$ cat src/rtl/dtc_pkg.sv
// ----------------------------------------------------------------------------
// Detector event trigger classifier: shared types and constants
// Register indexes, status codes, and the words that pass between the front
// end, the queue and the back end.
// ----------------------------------------------------------------------------
package dtc_pkg;

   localparam int ENERGY_WIDTH = 16;
   localparam int COUNT_WIDTH  = 6;
   localparam int ID_WIDTH     = 7;
   localparam int POS_WIDTH    = 6;
   localparam int STATUS_WIDTH = 2;
   localparam int CSR_INDEX_WIDTH = 3;

   localparam int QUEUE_DEPTH = 4;
   localparam int QUEUE_PTR_WIDTH = 2;
   localparam int QUEUE_LEVEL_WIDTH = 3;

   localparam logic [COUNT_WIDTH-1:0] COUNT_MAX = '1;

   // Configuration register indexes.
   localparam logic [CSR_INDEX_WIDTH-1:0] REG_FAST_HIT_THRESHOLD      = 3'd0;
   localparam logic [CSR_INDEX_WIDTH-1:0] REG_FAST_TRIGGER_THRESHOLD  = 3'd1;
   localparam logic [CSR_INDEX_WIDTH-1:0] REG_HEAVY_HIT_THRESHOLD     = 3'd2;
   localparam logic [CSR_INDEX_WIDTH-1:0] REG_HEAVY_TRIGGER_THRESHOLD = 3'd3;
   localparam logic [CSR_INDEX_WIDTH-1:0] REG_UPPER_LIMIT             = 3'd4;

   // Result status codes.
   localparam logic [STATUS_WIDTH-1:0] STATUS_ACCEPTED   = 2'd0;
   localparam logic [STATUS_WIDTH-1:0] STATUS_NO_TRIGGER = 2'd1;
   localparam logic [STATUS_WIDTH-1:0] STATUS_VETOED     = 2'd2;

   typedef struct packed {
      logic [ENERGY_WIDTH-1:0] fast_hit_threshold;
      logic [ENERGY_WIDTH-1:0] fast_trigger_threshold;
      logic [ENERGY_WIDTH-1:0] heavy_hit_threshold;
      logic [ENERGY_WIDTH-1:0] heavy_trigger_threshold;
      logic [ENERGY_WIDTH-1:0] upper_limit;
   } dtc_cfg_type;

   // One classified channel position.
   typedef struct packed {
      logic                    skip;
      logic                    veto;
      logic                    arm;
      logic                    fast_hit;
      logic                    heavy_hit;
      logic [ENERGY_WIDTH-1:0] fast_energy;
      logic [ENERGY_WIDTH-1:0] heavy_energy;
      logic [POS_WIDTH-1:0]    pos;
      logic                    last;
   } dtc_entry_type;

   typedef struct packed {
      logic                         full;
      logic                         empty;
      logic [QUEUE_LEVEL_WIDTH-1:0] level;
   } dtc_queue_status_type;

   typedef struct packed {
      logic [STATUS_WIDTH-1:0] status;
      logic [COUNT_WIDTH-1:0]  fast_hits;
      logic [COUNT_WIDTH-1:0]  heavy_hits;
      logic [ID_WIDTH-1:0]     low_hit_id;
      logic [ID_WIDTH-1:0]     high_hit_id;
      logic [ID_WIDTH-1:0]     photo_id;
      logic [ID_WIDTH-1:0]     compton_id;
   } dtc_result_type;

endpackage

$ cat src/rtl/dtc_front.sv
// ----------------------------------------------------------------------------
// Detector event trigger classifier: front end
// Accepts channel words, tracks the channel position, and classifies each
// word into veto, arm and hit flags before it enters the queue.
// ----------------------------------------------------------------------------
module dtc_front #(
   parameter int POSITIONS   = 60,
   parameter int ENERGY_BITS = 16
) (
   input  logic                                clock,
   input  logic                                reset,
   input  dtc_pkg::dtc_cfg_type                cfg,
   input  logic                                req_valid,
   output logic                                req_stall,
   input  logic [dtc_pkg::ENERGY_WIDTH-1:0]    req_fast_energy,
   input  logic [dtc_pkg::ENERGY_WIDTH-1:0]    req_heavy_energy,
   input  logic                                req_last_channel,
   input  logic                                queue_full,
   output logic                                push,
   output dtc_pkg::dtc_entry_type              entry
);

   localparam int EFF_BITS = (ENERGY_BITS < dtc_pkg::ENERGY_WIDTH) ?
                             ENERGY_BITS : dtc_pkg::ENERGY_WIDTH;
   localparam logic [dtc_pkg::ENERGY_WIDTH-1:0] ENERGY_MASK =
      dtc_pkg::ENERGY_WIDTH'((33'd1 << EFF_BITS) - 33'd1);
   localparam logic [dtc_pkg::POS_WIDTH:0] POS_LIMIT = (dtc_pkg::POS_WIDTH+1)'(POSITIONS);

   logic [dtc_pkg::POS_WIDTH-1:0] pos_ff, pos_in;
   logic                          overrun_ff, overrun_in;
   logic [dtc_pkg::ENERGY_WIDTH-1:0] fe, he;
   logic [dtc_pkg::POS_WIDTH:0]   pos_next;

   assign req_stall = queue_full;
   assign push      = req_valid && !queue_full;

   assign fe = req_fast_energy & ENERGY_MASK;
   assign he = req_heavy_energy & ENERGY_MASK;
   assign pos_next = {1'b0, pos_ff} + 1'b1;

   always_comb begin
      entry.skip         = overrun_ff;
      entry.veto         = (fe > cfg.upper_limit) || (he > cfg.upper_limit);
      entry.arm          = (fe > cfg.fast_trigger_threshold) ||
                           (he > cfg.heavy_trigger_threshold);
      // A zero energy is never a hit, even with a zero hit threshold.
      entry.fast_hit     = (fe != '0) && (fe >= cfg.fast_hit_threshold);
      entry.heavy_hit    = (he != '0) && (he >= cfg.heavy_hit_threshold);
      entry.fast_energy  = fe;
      entry.heavy_energy = he;
      entry.pos          = pos_ff;
      entry.last         = req_last_channel;
   end

   always_comb begin
      pos_in     = pos_ff;
      overrun_in = overrun_ff;
      if (push) begin
         if (req_last_channel) begin
            pos_in     = '0;
            overrun_in = 1'b0;
         end else if (!overrun_ff) begin
            if (pos_next >= POS_LIMIT) begin
               overrun_in = 1'b1;
            end else begin
               pos_in = pos_next[dtc_pkg::POS_WIDTH-1:0];
            end
         end
      end
   end

   always_ff @(posedge clock) begin
      if (reset) begin
         pos_ff     <= '0;
         overrun_ff <= 1'b0;
      end else begin
         pos_ff     <= pos_in;
         overrun_ff <= overrun_in;
      end
   end

endmodule

$ cat src/rtl/dtc_queue.sv
// ----------------------------------------------------------------------------
// Detector event trigger classifier: decoupling queue
// A short first-in first-out buffer of classified words between the front
// end and the back end.
// ----------------------------------------------------------------------------
module dtc_queue (
   input  logic                          clock,
   input  logic                          reset,
   input  logic                          push,
   input  dtc_pkg::dtc_entry_type        push_entry,
   input  logic                          pop,
   output dtc_pkg::dtc_entry_type        head,
   output dtc_pkg::dtc_queue_status_type status
);

   dtc_pkg::dtc_entry_type mem [dtc_pkg::QUEUE_DEPTH];
   logic [dtc_pkg::QUEUE_PTR_WIDTH-1:0]   wr_ptr_ff, wr_ptr_in;
   logic [dtc_pkg::QUEUE_PTR_WIDTH-1:0]   rd_ptr_ff, rd_ptr_in;
   logic [dtc_pkg::QUEUE_LEVEL_WIDTH-1:0] level_ff, level_in;
   logic                                  do_push, do_pop;

   assign status.level = level_ff;
   assign status.empty = (level_ff == '0);
   assign status.full  = (level_ff == dtc_pkg::QUEUE_LEVEL_WIDTH'(dtc_pkg::QUEUE_DEPTH));
   assign head         = mem[rd_ptr_ff];

   assign do_push = push && !status.full;
   assign do_pop  = pop && !status.empty;

   always_comb begin
      wr_ptr_in = wr_ptr_ff;
      rd_ptr_in = rd_ptr_ff;
      level_in  = level_ff;
      if (do_push) begin
         wr_ptr_in = wr_ptr_ff + 1'b1;
      end
      if (do_pop) begin
         rd_ptr_in = rd_ptr_ff + 1'b1;
      end
      if (do_push && !do_pop) begin
         level_in = level_ff + 1'b1;
      end else if (do_pop && !do_push) begin
         level_in = level_ff - 1'b1;
      end
   end

   always_ff @(posedge clock) begin
      if (do_push) begin
         mem[wr_ptr_ff] <= push_entry;
      end
   end

   always_ff @(posedge clock) begin
      if (reset) begin
         wr_ptr_ff <= '0;
         rd_ptr_ff <= '0;
         level_ff  <= '0;
      end else begin
         wr_ptr_ff <= wr_ptr_in;
         rd_ptr_ff <= rd_ptr_in;
         level_ff  <= level_in;
      end
   end

endmodule

$ cat src/rtl/dtc_back.sv
// ----------------------------------------------------------------------------
// Detector event trigger classifier: back end
// Folds classified words into the event state and, on the last channel,
// builds the event result into the output register.
// ----------------------------------------------------------------------------
module dtc_back #(
   parameter int HEAVY_ID_OFFSET = 28
) (
   input  logic                   clock,
   input  logic                   reset,
   input  dtc_pkg::dtc_entry_type head,
   input  logic                   head_valid,
   output logic                   pop,
   output logic                   rsp_valid,
   input  logic                   rsp_stall,
   output dtc_pkg::dtc_result_type rsp
);

   localparam int EW = dtc_pkg::ENERGY_WIDTH;
   localparam int CW = dtc_pkg::COUNT_WIDTH;
   localparam int IW = dtc_pkg::ID_WIDTH;
   localparam logic [IW-1:0] ID_OFFSET = IW'(HEAVY_ID_OFFSET);

   logic          vetoed_ff, vetoed_in;
   logic          armed_ff, armed_in;
   logic [CW-1:0] fast_count_ff, fast_count_in;
   logic [CW-1:0] heavy_count_ff, heavy_count_in;
   logic [IW-1:0] first_id_ff, first_id_in, second_id_ff, second_id_in;
   logic [EW-1:0] first_energy_ff, first_energy_in, second_energy_ff, second_energy_in;
   logic [EW-1:0] fast_peak_energy_ff, fast_peak_energy_in;
   logic [EW-1:0] heavy_peak_energy_ff, heavy_peak_energy_in;
   logic [dtc_pkg::POS_WIDTH-1:0] fast_peak_pos_ff, fast_peak_pos_in;
   logic [dtc_pkg::POS_WIDTH-1:0] heavy_peak_pos_ff, heavy_peak_pos_in;
   logic          rsp_valid_ff, rsp_valid_in;
   dtc_pkg::dtc_result_type rsp_ff, rsp_in;

   // Updated event state before the end-of-event clear.
   logic          u_vetoed, u_armed;
   logic [CW-1:0] u_fast_count, u_heavy_count;
   logic [IW-1:0] u_first_id, u_second_id;
   logic [EW-1:0] u_first_energy, u_second_energy;
   logic [EW-1:0] u_fast_peak_energy, u_heavy_peak_energy;
   logic [dtc_pkg::POS_WIDTH-1:0] u_fast_peak_pos, u_heavy_peak_pos;

   logic [CW:0]   seen_before, seen_mid;
   logic [IW-1:0] fast_id, heavy_id;
   logic          out_free;
   dtc_pkg::dtc_result_type result;

   assign out_free  = !rsp_valid_ff || !rsp_stall;
   assign pop       = head_valid && (!head.last || out_free);
   assign rsp_valid = rsp_valid_ff;
   assign rsp       = rsp_ff;

   assign fast_id  = {1'b0, head.pos};
   assign heavy_id = {1'b0, head.pos} + ID_OFFSET;
   assign seen_before = {1'b0, fast_count_ff} + {1'b0, heavy_count_ff};
   assign seen_mid    = seen_before + {{CW{1'b0}}, head.fast_hit};

   always_comb begin
      u_vetoed            = vetoed_ff;
      u_armed             = armed_ff;
      u_fast_count        = fast_count_ff;
      u_heavy_count       = heavy_count_ff;
      u_first_id          = first_id_ff;
      u_first_energy      = first_energy_ff;
      u_second_id         = second_id_ff;
      u_second_energy     = second_energy_ff;
      u_fast_peak_energy  = fast_peak_energy_ff;
      u_fast_peak_pos     = fast_peak_pos_ff;
      u_heavy_peak_energy = heavy_peak_energy_ff;
      u_heavy_peak_pos    = heavy_peak_pos_ff;
      if (!head.skip) begin
         u_vetoed = vetoed_ff || head.veto;
         u_armed  = armed_ff || head.arm;
         // The first two hits are kept in scan order, fast before high-Z.
         if (head.fast_hit) begin
            if (seen_before == '0) begin
               u_first_id     = fast_id;
               u_first_energy = head.fast_energy;
            end else if (seen_before == (CW+1)'(1)) begin
               u_second_id     = fast_id;
               u_second_energy = head.fast_energy;
            end
            if (fast_count_ff != dtc_pkg::COUNT_MAX) begin
               u_fast_count = fast_count_ff + 1'b1;
            end
         end
         if (head.heavy_hit) begin
            if (seen_mid == '0) begin
               u_first_id     = heavy_id;
               u_first_energy = head.heavy_energy;
            end else if (seen_mid == (CW+1)'(1)) begin
               u_second_id     = heavy_id;
               u_second_energy = head.heavy_energy;
            end
            if (heavy_count_ff != dtc_pkg::COUNT_MAX) begin
               u_heavy_count = heavy_count_ff + 1'b1;
            end
         end
         if (head.fast_hit && (head.fast_energy > fast_peak_energy_ff)) begin
            u_fast_peak_energy = head.fast_energy;
            u_fast_peak_pos    = head.pos;
         end
         if (head.heavy_hit && (head.heavy_energy > heavy_peak_energy_ff)) begin
            u_heavy_peak_energy = head.heavy_energy;
            u_heavy_peak_pos    = head.pos;
         end
      end
   end

   always_comb begin
      result = '0;
      if (u_vetoed) begin
         result.status = dtc_pkg::STATUS_VETOED;
      end else if (!u_armed) begin
         result.status = dtc_pkg::STATUS_NO_TRIGGER;
      end else begin
         result.status     = dtc_pkg::STATUS_ACCEPTED;
         result.fast_hits  = u_fast_count;
         result.heavy_hits = u_heavy_count;
         if (({1'b0, u_fast_count} + {1'b0, u_heavy_count}) == (CW+1)'(2)) begin
            if (u_second_energy < u_first_energy) begin
               result.low_hit_id  = u_second_id;
               result.high_hit_id = u_first_id;
            end else begin
               result.low_hit_id  = u_first_id;
               result.high_hit_id = u_second_id;
            end
            // Ties between the two maxima go to the high-Z hit.
            if (u_fast_peak_energy > u_heavy_peak_energy) begin
               result.photo_id = {1'b0, u_fast_peak_pos};
            end else begin
               result.photo_id = {1'b0, u_heavy_peak_pos} + ID_OFFSET;
            end
            result.compton_id = (u_first_id == result.photo_id) ? u_second_id : u_first_id;
         end
      end
   end

   always_comb begin
      vetoed_in            = vetoed_ff;
      armed_in             = armed_ff;
      fast_count_in        = fast_count_ff;
      heavy_count_in       = heavy_count_ff;
      first_id_in          = first_id_ff;
      first_energy_in      = first_energy_ff;
      second_id_in         = second_id_ff;
      second_energy_in     = second_energy_ff;
      fast_peak_energy_in  = fast_peak_energy_ff;
      fast_peak_pos_in     = fast_peak_pos_ff;
      heavy_peak_energy_in = heavy_peak_energy_ff;
      heavy_peak_pos_in    = heavy_peak_pos_ff;
      rsp_valid_in         = rsp_valid_ff && rsp_stall;
      rsp_in               = rsp_ff;
      if (pop) begin
         if (head.last) begin
            vetoed_in            = 1'b0;
            armed_in             = 1'b0;
            fast_count_in        = '0;
            heavy_count_in       = '0;
            first_id_in          = '0;
            first_energy_in      = '0;
            second_id_in         = '0;
            second_energy_in     = '0;
            fast_peak_energy_in  = '0;
            fast_peak_pos_in     = '0;
            heavy_peak_energy_in = '0;
            heavy_peak_pos_in    = '0;
            rsp_valid_in         = 1'b1;
            rsp_in               = result;
         end else begin
            vetoed_in            = u_vetoed;
            armed_in             = u_armed;
            fast_count_in        = u_fast_count;
            heavy_count_in       = u_heavy_count;
            first_id_in          = u_first_id;
            first_energy_in      = u_first_energy;
            second_id_in         = u_second_id;
            second_energy_in     = u_second_energy;
            fast_peak_energy_in  = u_fast_peak_energy;
            fast_peak_pos_in     = u_fast_peak_pos;
            heavy_peak_energy_in = u_heavy_peak_energy;
            heavy_peak_pos_in    = u_heavy_peak_pos;
         end
      end
   end

   always_ff @(posedge clock) begin
      if (reset) begin
         vetoed_ff            <= 1'b0;
         armed_ff             <= 1'b0;
         fast_count_ff        <= '0;
         heavy_count_ff       <= '0;
         first_id_ff          <= '0;
         first_energy_ff      <= '0;
         second_id_ff         <= '0;
         second_energy_ff     <= '0;
         fast_peak_energy_ff  <= '0;
         fast_peak_pos_ff     <= '0;
         heavy_peak_energy_ff <= '0;
         heavy_peak_pos_ff    <= '0;
         rsp_valid_ff         <= 1'b0;
      end else begin
         vetoed_ff            <= vetoed_in;
         armed_ff             <= armed_in;
         fast_count_ff        <= fast_count_in;
         heavy_count_ff       <= heavy_count_in;
         first_id_ff          <= first_id_in;
         first_energy_ff      <= first_energy_in;
         second_id_ff         <= second_id_in;
         second_energy_ff     <= second_energy_in;
         fast_peak_energy_ff  <= fast_peak_energy_in;
         fast_peak_pos_ff     <= fast_peak_pos_in;
         heavy_peak_energy_ff <= heavy_peak_energy_in;
         heavy_peak_pos_ff    <= heavy_peak_pos_in;
         rsp_valid_ff         <= rsp_valid_in;
      end
   end

   always_ff @(posedge clock) begin
      rsp_ff <= rsp_in;
   end

endmodule

$ cat src/rtl/detector_event_trigger_classifier.sv
// ----------------------------------------------------------------------------
// Detector event trigger classifier
// Classifies a stream of channel words into per-event trigger results.
// ----------------------------------------------------------------------------
// One channel word is taken per clock, back to back, while the queue has room
// (req_stall is high when it is full). The front end classifies each word in
// the cycle it is accepted and writes it into a four-word queue; the back end
// folds one word per clock into the event state, so the rate is set by that
// single update step, but a last word waits while a result is held. An event's
// last word passes the queue memory and then the output register; the next
// event's words keep flowing while a result waits on rsp_stall.
module detector_event_trigger_classifier #(
   parameter int POSITIONS       = 60,
   parameter int HEAVY_ID_OFFSET = 28,
   parameter int ENERGY_BITS     = 16
) (
   input  logic                                   clock,
   input  logic                                   reset,

   input  logic                                   csr_write_enable,
   input  logic [dtc_pkg::CSR_INDEX_WIDTH-1:0]    csr_index,
   input  logic [dtc_pkg::ENERGY_WIDTH-1:0]       csr_data,

   input  logic                                   req_valid,
   output logic                                   req_stall,
   input  logic [dtc_pkg::ENERGY_WIDTH-1:0]       req_fast_energy,
   input  logic [dtc_pkg::ENERGY_WIDTH-1:0]       req_heavy_energy,
   input  logic                                   req_last_channel,

   output logic                                   rsp_valid,
   input  logic                                   rsp_stall,
   output logic [dtc_pkg::STATUS_WIDTH-1:0]       rsp_status,
   output logic [dtc_pkg::COUNT_WIDTH-1:0]        rsp_fast_hits,
   output logic [dtc_pkg::COUNT_WIDTH-1:0]        rsp_heavy_hits,
   output logic [dtc_pkg::ID_WIDTH-1:0]           rsp_low_hit_id,
   output logic [dtc_pkg::ID_WIDTH-1:0]           rsp_high_hit_id,
   output logic [dtc_pkg::ID_WIDTH-1:0]           rsp_photo_id,
   output logic [dtc_pkg::ID_WIDTH-1:0]           rsp_compton_id
);

   dtc_pkg::dtc_cfg_type          cfg_ff, cfg_in;
   dtc_pkg::dtc_entry_type        push_entry, head;
   dtc_pkg::dtc_queue_status_type queue_status;
   dtc_pkg::dtc_result_type       rsp;
   logic                          push, pop;

   always_comb begin
      cfg_in = cfg_ff;
      if (csr_write_enable) begin
         unique case (csr_index)
            dtc_pkg::REG_FAST_HIT_THRESHOLD:      cfg_in.fast_hit_threshold      = csr_data;
            dtc_pkg::REG_FAST_TRIGGER_THRESHOLD:  cfg_in.fast_trigger_threshold  = csr_data;
            dtc_pkg::REG_HEAVY_HIT_THRESHOLD:     cfg_in.heavy_hit_threshold     = csr_data;
            dtc_pkg::REG_HEAVY_TRIGGER_THRESHOLD: cfg_in.heavy_trigger_threshold = csr_data;
            dtc_pkg::REG_UPPER_LIMIT:             cfg_in.upper_limit             = csr_data;
            default: cfg_in = cfg_ff;
         endcase
      end
   end

   always_ff @(posedge clock) begin
      if (reset) begin
         cfg_ff.fast_hit_threshold      <= 16'd2;
         cfg_ff.fast_trigger_threshold  <= 16'd30;
         cfg_ff.heavy_hit_threshold     <= 16'd50;
         cfg_ff.heavy_trigger_threshold <= 16'd50;
         cfg_ff.upper_limit             <= 16'd300;
      end else begin
         cfg_ff <= cfg_in;
      end
   end

   dtc_front #(
      .POSITIONS   (POSITIONS),
      .ENERGY_BITS (ENERGY_BITS)
   ) u_front (
      .clock            (clock),
      .reset            (reset),
      .cfg              (cfg_ff),
      .req_valid        (req_valid),
      .req_stall        (req_stall),
      .req_fast_energy  (req_fast_energy),
      .req_heavy_energy (req_heavy_energy),
      .req_last_channel (req_last_channel),
      .queue_full       (queue_status.full),
      .push             (push),
      .entry            (push_entry)
   );

   dtc_queue u_queue (
      .clock      (clock),
      .reset      (reset),
      .push       (push),
      .push_entry (push_entry),
      .pop        (pop),
      .head       (head),
      .status     (queue_status)
   );

   dtc_back #(
      .HEAVY_ID_OFFSET (HEAVY_ID_OFFSET)
   ) u_back (
      .clock      (clock),
      .reset      (reset),
      .head       (head),
      .head_valid (!queue_status.empty),
      .pop        (pop),
      .rsp_valid  (rsp_valid),
      .rsp_stall  (rsp_stall),
      .rsp        (rsp)
   );

   assign rsp_status      = rsp.status;
   assign rsp_fast_hits   = rsp.fast_hits;
   assign rsp_heavy_hits  = rsp.heavy_hits;
   assign rsp_low_hit_id  = rsp.low_hit_id;
   assign rsp_high_hit_id = rsp.high_hit_id;
   assign rsp_photo_id    = rsp.photo_id;
   assign rsp_compton_id  = rsp.compton_id;

   // A word is only accepted when the queue has room for it.
   assert property (@(posedge clock) disable iff (reset)
      (req_valid && !req_stall) |-> !queue_status.full)
      else $error("word accepted into a full queue");

   // The queue level never exceeds its depth.
   assert property (@(posedge clock) disable iff (reset)
      queue_status.level <= dtc_pkg::QUEUE_LEVEL_WIDTH'(dtc_pkg::QUEUE_DEPTH))
      else $error("queue level beyond depth");

   // Rejected events carry no counts and no ids.
   assert property (@(posedge clock) disable iff (reset)
      (rsp_valid && (rsp_status != dtc_pkg::STATUS_ACCEPTED)) |->
         (rsp_fast_hits == '0) && (rsp_heavy_hits == '0) && (rsp_low_hit_id == '0) &&
         (rsp_high_hit_id == '0) && (rsp_photo_id == '0) && (rsp_compton_id == '0))
      else $error("rejected event result carries hit data");

   // The back end pops only a word that is present.
   assert property (@(posedge clock) disable iff (reset)
      pop |-> !queue_status.empty)
      else $error("pop from an empty queue");

endmodule
$ cat config.mk
export PLATFORM = sky130hd
export DESIGN_NAME = detector_event_trigger_classifier
export DESIGN_NICKNAME = d
export VERILOG_FILES = /design/src/rtl/dtc_pkg.sv /design/src/rtl/dtc_front.sv /design/src/rtl/dtc_queue.sv /design/src/rtl/dtc_back.sv /design/src/rtl/detector_event_trigger_classifier.sv
export SDC_FILE = /design/constraint.sdc
export NUM_CORES = 1
export LEC_CHECK = 0
export ABC_AREA = 1
export BUFFER_PORTS_ARGS = -buffer_cell sky130_fd_sc_hd__buf_4
export CAP_MARGIN = 20
export CORE_MARGIN = 2
export CORE_UTILIZATION = 40
export DETAILED_ROUTE_END_ITERATION = 10
export HOLD_SLACK_MARGIN = 0.12
export MAX_ROUTING_LAYER = met4
export PLACE_DENSITY_LB_ADDON = 0.15
export SLEW_MARGIN = 20
export SYNTH_ARGS = -nofsm -noshare
export SYNTH_HDL_FRONTEND = slang
export SYNTH_SLANG_ARGS = --single-unit
$ cat constraint.sdc
create_clock -name clock -period 11.8 [get_ports clock]
set_input_delay 0 -clock clock [delete_from_list [all_inputs] [get_ports clock]]
set_output_delay 0 -clock clock [all_outputs]
set_load 0.02 [all_outputs]
==> impl_metrics.py, run 1 <==
metrics = {
    "power_and_ir_drop": {
        "powerDensity_nw_per_um2": 311,
        "p_leak_nw": 10.3,
        "ir_worst_vdd_mv": 0.240,
    },
    "timing": {
        "tns_ns": 0,
        "rsz0062_at_grt": "false",
        "maxSlewViolCount": 0,
        "fmax_mhz": 137,
        "finClkSkew_ns": 0.0326,
        "worstMarginPinSlew_ns": 1.02,
        "period_share_pct": 61.9,
        "finalCriticalPeriod_ns": 7.30,
        "final_hold_viol_count": 0,
        "relSlewSlack_pct": 32.1,
        "setup_violations": 0,
    },
    "clock_tree": {
        "numClockSinks": 419,
        "cts.path.max_buffers": 3,
        "cts_made_buffers": 48,
        "ctsHoldBuffers": 61,
        "cts_max_level": 2,
        "insertion_delay_ns": 0.60,
        "clkSlewWorstSetupHoldPaths_ns": 0.06,
        "cts_setup_buffers": 0,
        "cts_tree": "yes",
        "cts_resized": 0,
        "clockRootBuffer": "clkbuf_16",
    },
    "final_layout": {
        "finalCoreUtilization_pct": 46.9,
        "nets": 2988,
        "antenna_cells": 0,
        "final_common_cell": "nand2_1",
        "final_cell_mix": "nand2_1, inv_1, a21oi_1",
        "area.growth.synth_to_final_pct": 15.6,
        "drive_gt1_share_pct": 9.09,
    },
    "global_routing": {
        "grt-ovfl-total": 0,
        "grt_max_degree": 92,
        "grt_pass1_vias": 17700,
        "antenna_found_initial": 1,
        "grt_pass1_wl_um": 96700,
        "track_usage_pct": 21.9,
    },
    "synthesis": {
        "yosys.area.top_type": "edfxtp_1",
        "ys_ff_latch": 419,
        "async_flop_share_pct": 0,
        "ys_seq_area_share_pct": 47.1,
        "netlist_instances": 2634,
        "synth_nets": 2877,
        "synth_cell_types": 62,
        "ys_warn_count": 0,
        "synth-edff-count": 218,
        "ys.flop_type": "edfxtp_1",
        "synth_area_um2": 22400,
        "syn_area_per_cell_um2": 8.52,
        "synth_area_leaders": "edfxtp_1, dfxtp_1, ha_1, nand2_1, a21oi_1",
        "synth_top_area_share_pct": 29.2,
    },
    "route": {
        "dr.pass1.iters": 5,
        "vias_per_cell": 5.25,
        "drc": 0,
        "drtAntennaViolNets": 0,
        "drt-wirelength-per-cell_um": 17.4,
        "routed_wl_um": 61500,
        "dr_total_vias": 18500,
        "drt_iter0_markers": 1246,
    },
    "placement": {
        "port_buffers": 100,
        "place_congestion": 0.914,
        "dp_hpwl_um": 42400,
    },
    "worst_setup_path": {
        "slowest_stage": "nand2_1",
        "crit_top_cell": "nand2_1",
        "crit_family": "compound AO/OA/AOI/OAI gates",
        "setup.worst_path.class": "register to register",
        "critPathBufInv": 4,
        "startpoint_type": "register",
        "slowest_delay_ns": 0.71,
        "crit_path_end_kind": "register",
        "required_ns": 12.14,
        "worstPathMaxFanout": 46,
        "cp.arrival_ns": 7.64,
    },
    "die": {
        "rows": 86,
        "die_h_um": 241,
        "io_pins": 101,
        "die_w_um": 241,
        "initial_utilization_pct": 40.6,
        "core_um2": 55300,
        "dieArea_um2": 58000,
    },
    "run_status": {
        "status": "complete, no violations",
    },
    "min_path": {
        "hold_class": "input port to register",
    },
    "job": {
        "max_cap_violations": 0,
    },
}
[per-layer routing]
metal | vias to the layer above | global-route usage [%] | routed length, um
li1 | 9229 | - | -
met1 | 8789 | 28.1 | 27900
met2 | 410 | 36.8 | 29500
met3 | 93 | 2.42 | 2670
met4 | 0 | 5.91 | 1360
met5 | - | - | 0
[power by group]
part	internal [mW]	switching [mW]	leakage [nW]
combinational	1.45	3.13	5.83
sequential	1.85	0.133	3.66
clock	0.890	0.613	0.782
total	4.20	3.88	10.3
[Yosys cell counts (3+ instances only)]
cell	number
xnor2_1	6
o21a_1	5
nand3_1	75
o211ai_2	3
nor3_1	21
dfxtp_1	201
nor4_1	13
o21ai_1	11
buf_6	7
o22ai_1	34
ha_1	183
xor2_1	11
nand4_1	20
nand3b_1	3
o2111ai_1	3
o311ai_1	6
inv_2	9
inv_1	311
o311ai_0	4
o221ai_1	5
o21bai_1	4
a32oi_1	24
fa_1	3
edfxtp_1	218
nand2_1	560
buf_4	10
a21oi_1	251
clkbuf_1	67
a211oi_1	6
nand2_2	6
o211ai_1	57
o21ai_0	211
nor2_4	4
or2_2	14
nor2_2	4
nor2_1	184
or2_1	7
o21ai_2	4
buf_2	23
buf_1	10
a31oi_1	7
[path summary, 6_finish.rpt]
kind,cells past startpoint,start,slack (ns),endpoint
setup / recovery,30,register,4.50,u_back.rsp[2]
hold reg to reg,2,cfg_ff[70],0.46,cfg_ff[70]
hold / removal,2,req_heavy_energy[0],0.21,u_queue.mem[0][7]
setup reg to reg,30,register,4.50,u_back.rsp[2]
[sequential cells by signal, indices dropped and copies added (netlist names), 2 cells and up, named ones only]
name and flops:
u_queue.mem 176, u_back.fast_peak_energy_ff 16, u_back.first_id_ff 7, u_back.first_energy_ff 16, u_back.rsp 42, u_back.fast_count_ff 6
u_back.heavy_peak_energy_ff 16, u_back.second_id_ff 7, u_back.second_energy_ff 16, cfg_ff 80, u_back.fast_peak_pos_ff 6, u_queue.level_ff 3
u_front.pos_ff 6, u_queue.rd_ptr_ff 2, u_back.heavy_peak_pos_ff 6, u_queue.wr_ptr_ff 2, u_back.heavy_count_ff 6
[logic make-up after synthesis]
kind of cell	Yosys count	share of synthesized area, %
AOI/OAI and AO/OA	654	16.9
adders and majority gates	186	10.5
xor gates and xnor gates	17	0.664
DFF	419	47.1
and+or+nand+nor	918	17.0
buffers and inverters	440	7.90
[area by class of cell]
cell class              instances  area, um^2
fillers                      5379       29400
flip-flops and latches        419       10600
multi-input cells            1775       10100
repair buffers                178        1490
clock buffers                  69        1360
inverters                     323        1210
well taps                     748         936
clock inverters                18         228
[metrics by stage]
stage	instances	area, um^2	power (mW)	hold slack [ns]	setup slack [ns]
3_5_place_dp	3382	23700	6.56	0.257	4.68
3_3_place_gp	3382	23700	6.50	0.250	4.94
5_1_grt	3530	25900	8.82	0.207	3.89
6_report	3530	25900	8.08	0.214	4.50
2_1_floorplan	2634	22400	5.43	0.0989	6.67
4_1_cts	3530	25900	8.12	0.184	4.64
Note: power is estimated with default switching activity, not from simulation.
==> run 2, diff against run 1 <==
- ABC_AREA: 1 -> 0
- clock period: 11.8 -> 6.8 ns (I/O delays scaled with it)
==> run 2 against run 1 <==
Effect of this change: clock skew decreased by 0.013 ns; core utilization up 0.51 points; global-route usage is 0.28 points lower; combinational power grew 14%; final area fell by 2.0%; critical path depth shrank 7; clock-buffer cell count shrank 17; non-clock buffer count is 21 higher; clock power up 76%; sequential cell count stayed put; synthesized cell count shrank 22%; critical endpoint is now u_back.rsp[0].
==> impl_metrics.py, run 2 <==
metrics = {
    "die": {
        "initial_utilization_pct": 40.3,
        "rows": 85,
        "die_h_um": 236,
        "die_w_um": 236,
        "dieArea_um2": 55800,
        "io_pins": 101,
        "core_um2": 53600,
    },
    "route": {
        "vias_per_cell": 5.44,
        "route.met3.wl_um": 2660,
        "dr_total_vias": 16100,
        "drt_iter0_markers": 1016,
        "routed_wl_um": 58500,
        "wl_met1_um": 26600,
        "met2WireLength_um": 27800,
        "top_layer_used": "met4",
        "drt-wirelength-per-cell_um": 19.8,
        "drc": 0,
        "drtAntennaViolNets": 0,
        "dr.pass1.iters": 5,
    },
    "clock_tree": {
        "cts_made_buffers": 46,
        "clkSlewWorstSetupHoldPaths_ns": 0.06,
        "cts_max_level": 2,
        "cts_tree": "yes",
        "insertion_delay_ns": 0.60,
        "numClockSinks": 419,
        "cts.path.max_buffers": 3,
        "clockRootBuffer": "clkbuf_16",
    },
    "worst_setup_path": {
        "rr_worst_depth": 23,
        "slowest_delay_ns": 0.61,
        "startpoint_type": "register",
        "crit_family": "simple AND/OR/NAND/NOR gates",
        "required_ns": 7.14,
        "crit_chain": "buf_12, mux4_2, ha_1, nand4_1, or4_1, nor2_1, nor2_1, o41ai_4, buf_6, mux2_2, ha_1, nand4_1, nor2_1, nand4_1, o311ai_1, a21oi_1, nor2_4, mux2_2, xnor2_1, nand4_1, nor4_4, buf_4, mux2_2",
        "critPathBufInv": 3,
        "ff2ff_setup_slack_ns": 0.45,
        "worstPathMaxFanout": 28,
        "cp.arrival_ns": 6.69,
        "slowest_stage": "mux4_2",
        "setup.worst_path.class": "register to register",
        "crit_top_cell": "nand4_1",
        "crit_path_end": "u_back.rsp[0]",
        "crit_path_end_kind": "register",
        "r2r-end": "u_back.rsp[0]",
        "worst-path-stages": 23,
    },
    "synthesis": {
        "synth_nets": 2310,
        "ys_ff_latch": 419,
        "async_flop_share_pct": 0,
        "synth_area_um2": 21600,
        "ys_seq_area_share_pct": 49.0,
        "ys.flop_type": "edfxtp_1",
        "yosys.area.top_type": "edfxtp_1",
        "netlist_instances": 2067,
        "synth_top_cells_by_count": "nand2_1, edfxtp_1, dfxtp_1, nor2_1, a21oi_1",
        "syn_area_per_cell_um2": 10.4,
        "yosysMostFrequentCell": "nand2_1",
        "synth_area_leaders": "edfxtp_1, dfxtp_1, ha_1, mux4_2, a21oi_1",
        "synth_top_area_share_pct": 30.3,
        "synth_cell_types": 72,
        "ys_warn_count": 0,
        "synth-edff-count": 218,
    },
    "min_path": {
        "hold_class": "input port to register",
    },
    "timing": {
        "finClkSkew_ns": 0.0197,
        "finalCriticalPeriod_ns": 6.35,
        "fmax_mhz": 157,
        "final_hold_viol_count": 0,
        "fin_ws_ns": 0.449,
        "rsz0062_at_grt": "false",
        "worstMarginPinSlew_ns": 1.10,
        "period_share_pct": 93.4,
        "maxSlewViolCount": 0,
        "relSlewSlack_pct": 26.9,
        "setup_violations": 0,
        "tns_ns": 0,
    },
    "placement": {
        "dp_hpwl_um": 40600,
        "place_area_um2": 23200,
        "port_buffers": 100,
        "place_congestion": 0.919,
        "preCtsSetupSlack_ns": 0.157,
    },
    "final_layout": {
        "area.growth.synth_to_final_pct": 17.8,
        "nets": 2465,
        "antenna_cells": 0,
        "regMostFlops": "u_queue.mem",
        "final_common_cell": "nand2_1",
        "largest_reg_flops": 176,
        "finalCoreUtilization_pct": 47.4,
        "final_cell_mix": "nand2_1, edfxtp_1, nor2_1, dfxtp_1, a21oi_1",
        "final_area_um2": 25400,
        "drive_gt1_share_pct": 13.9,
    },
    "global_routing": {
        "antenna_found_initial": 0,
        "grt_max_degree": 125,
        "grt_pass1_wl_um": 91700,
        "grt-ovfl-total": 0,
        "grt_pass1_vias": 16000,
        "track_usage_pct": 21.6,
    },
    "power_and_ir_drop": {
        "powerDensity_nw_per_um2": 436,
        "ir_worst_vdd_mv": 0.271,
        "p_leak_nw": 9.72,
        "power.total_mw": 11.1,
    },
    "run_status": {
        "status": "complete, no violations",
    },
    "job": {
        "max_cap_violations": 0,
    },
}
==> run 2: changes by cell type in the layout (fill, tap and decap cells not counted), moves of 52 or more <==
cell	change
nand2_1	-324
mux2i_1	+56
nand3_1	-52
inv_1	-174
a21oi_1	-58
o21ai_0	-166
o211ai_1	-52
a22oi_1	+52
==> run 2: area by class of cell <==
class	instances	area, um^2
fillers	4992	28200
flip-flops and latches	419	10600
multi-input cells	1419	10200
repair buffers	199	1660
clock buffers	52	1180
well taps	696	871
inverters	137	514
clock inverters	34	427
==> run 2: where the power goes <==
| part | leakage [nW] | switching [mW] | internal (mW) | total (mW) |
|---|---|---|---|---|
| clock network | 0.768 | 1.07 | 1.57 | 2.64 |
| registers | 3.65 | 0.161 | 3.05 | 3.21 |
| logic | 5.29 | 3.20 | 2.03 | 5.23 |
==> run 2: worst min-delay path, cell delays in order <==
cell,delay (ns)
buf_4,0.11
nand3_1,0.47
nand2_1,0.11
nand3b_1,0.07
==> run 2: metrics by stage <==
step / cells / hold slack (ns)
final: 2956 / 0.200
after floorplan: 2067 / 0.0989
after global placement: 2807 / 0.244
after global routing: 2956 / 0.180
after detailed placement: 2807 / 0.248
after CTS: 2952 / 0.150
==> run 2: repair_timing <==
item                                   in CTS  in global routing
hold buffers                               59                  0
setup endpoints to repair                   0                  7
buffers inserted                            0                  4
endpoints found under the hold margin     331                  0
resized for setup                           0                  3
==> run 2: logic make-up after synthesis <==
group,Yosys count,synth area share (%)
flops,419,49.0
xor+xnor,23,0.968
fa+ha+maj,186,10.9
simple gates,628,13.3
buf+inv,229,4.01
compound gates,449,13.0
mux,133,8.87
==> run 2: worst min path at each step <==
stage,from,to,cells past startpoint
2_1_floorplan,req_last_channel,u_queue.mem[0][0],0
3_3_place_gp,rsp_stall,u_back.rsp_valid,3
3_5_place_dp,req_fast_energy[0],u_queue.mem[0][23],1
4_1_cts,csr_write_enable,cfg_ff[5],4
5_1_grt,req_heavy_energy[0],u_queue.mem[0][7],2
6_report,csr_write_enable,cfg_ff[5],4
==> run 2: metal layers <==
metal  vias up  track usage [%]
met5         -                -
met4         0             6.62
met3        97             2.88
met2       376             34.9
met1      7822             28.4
li1       7795                -
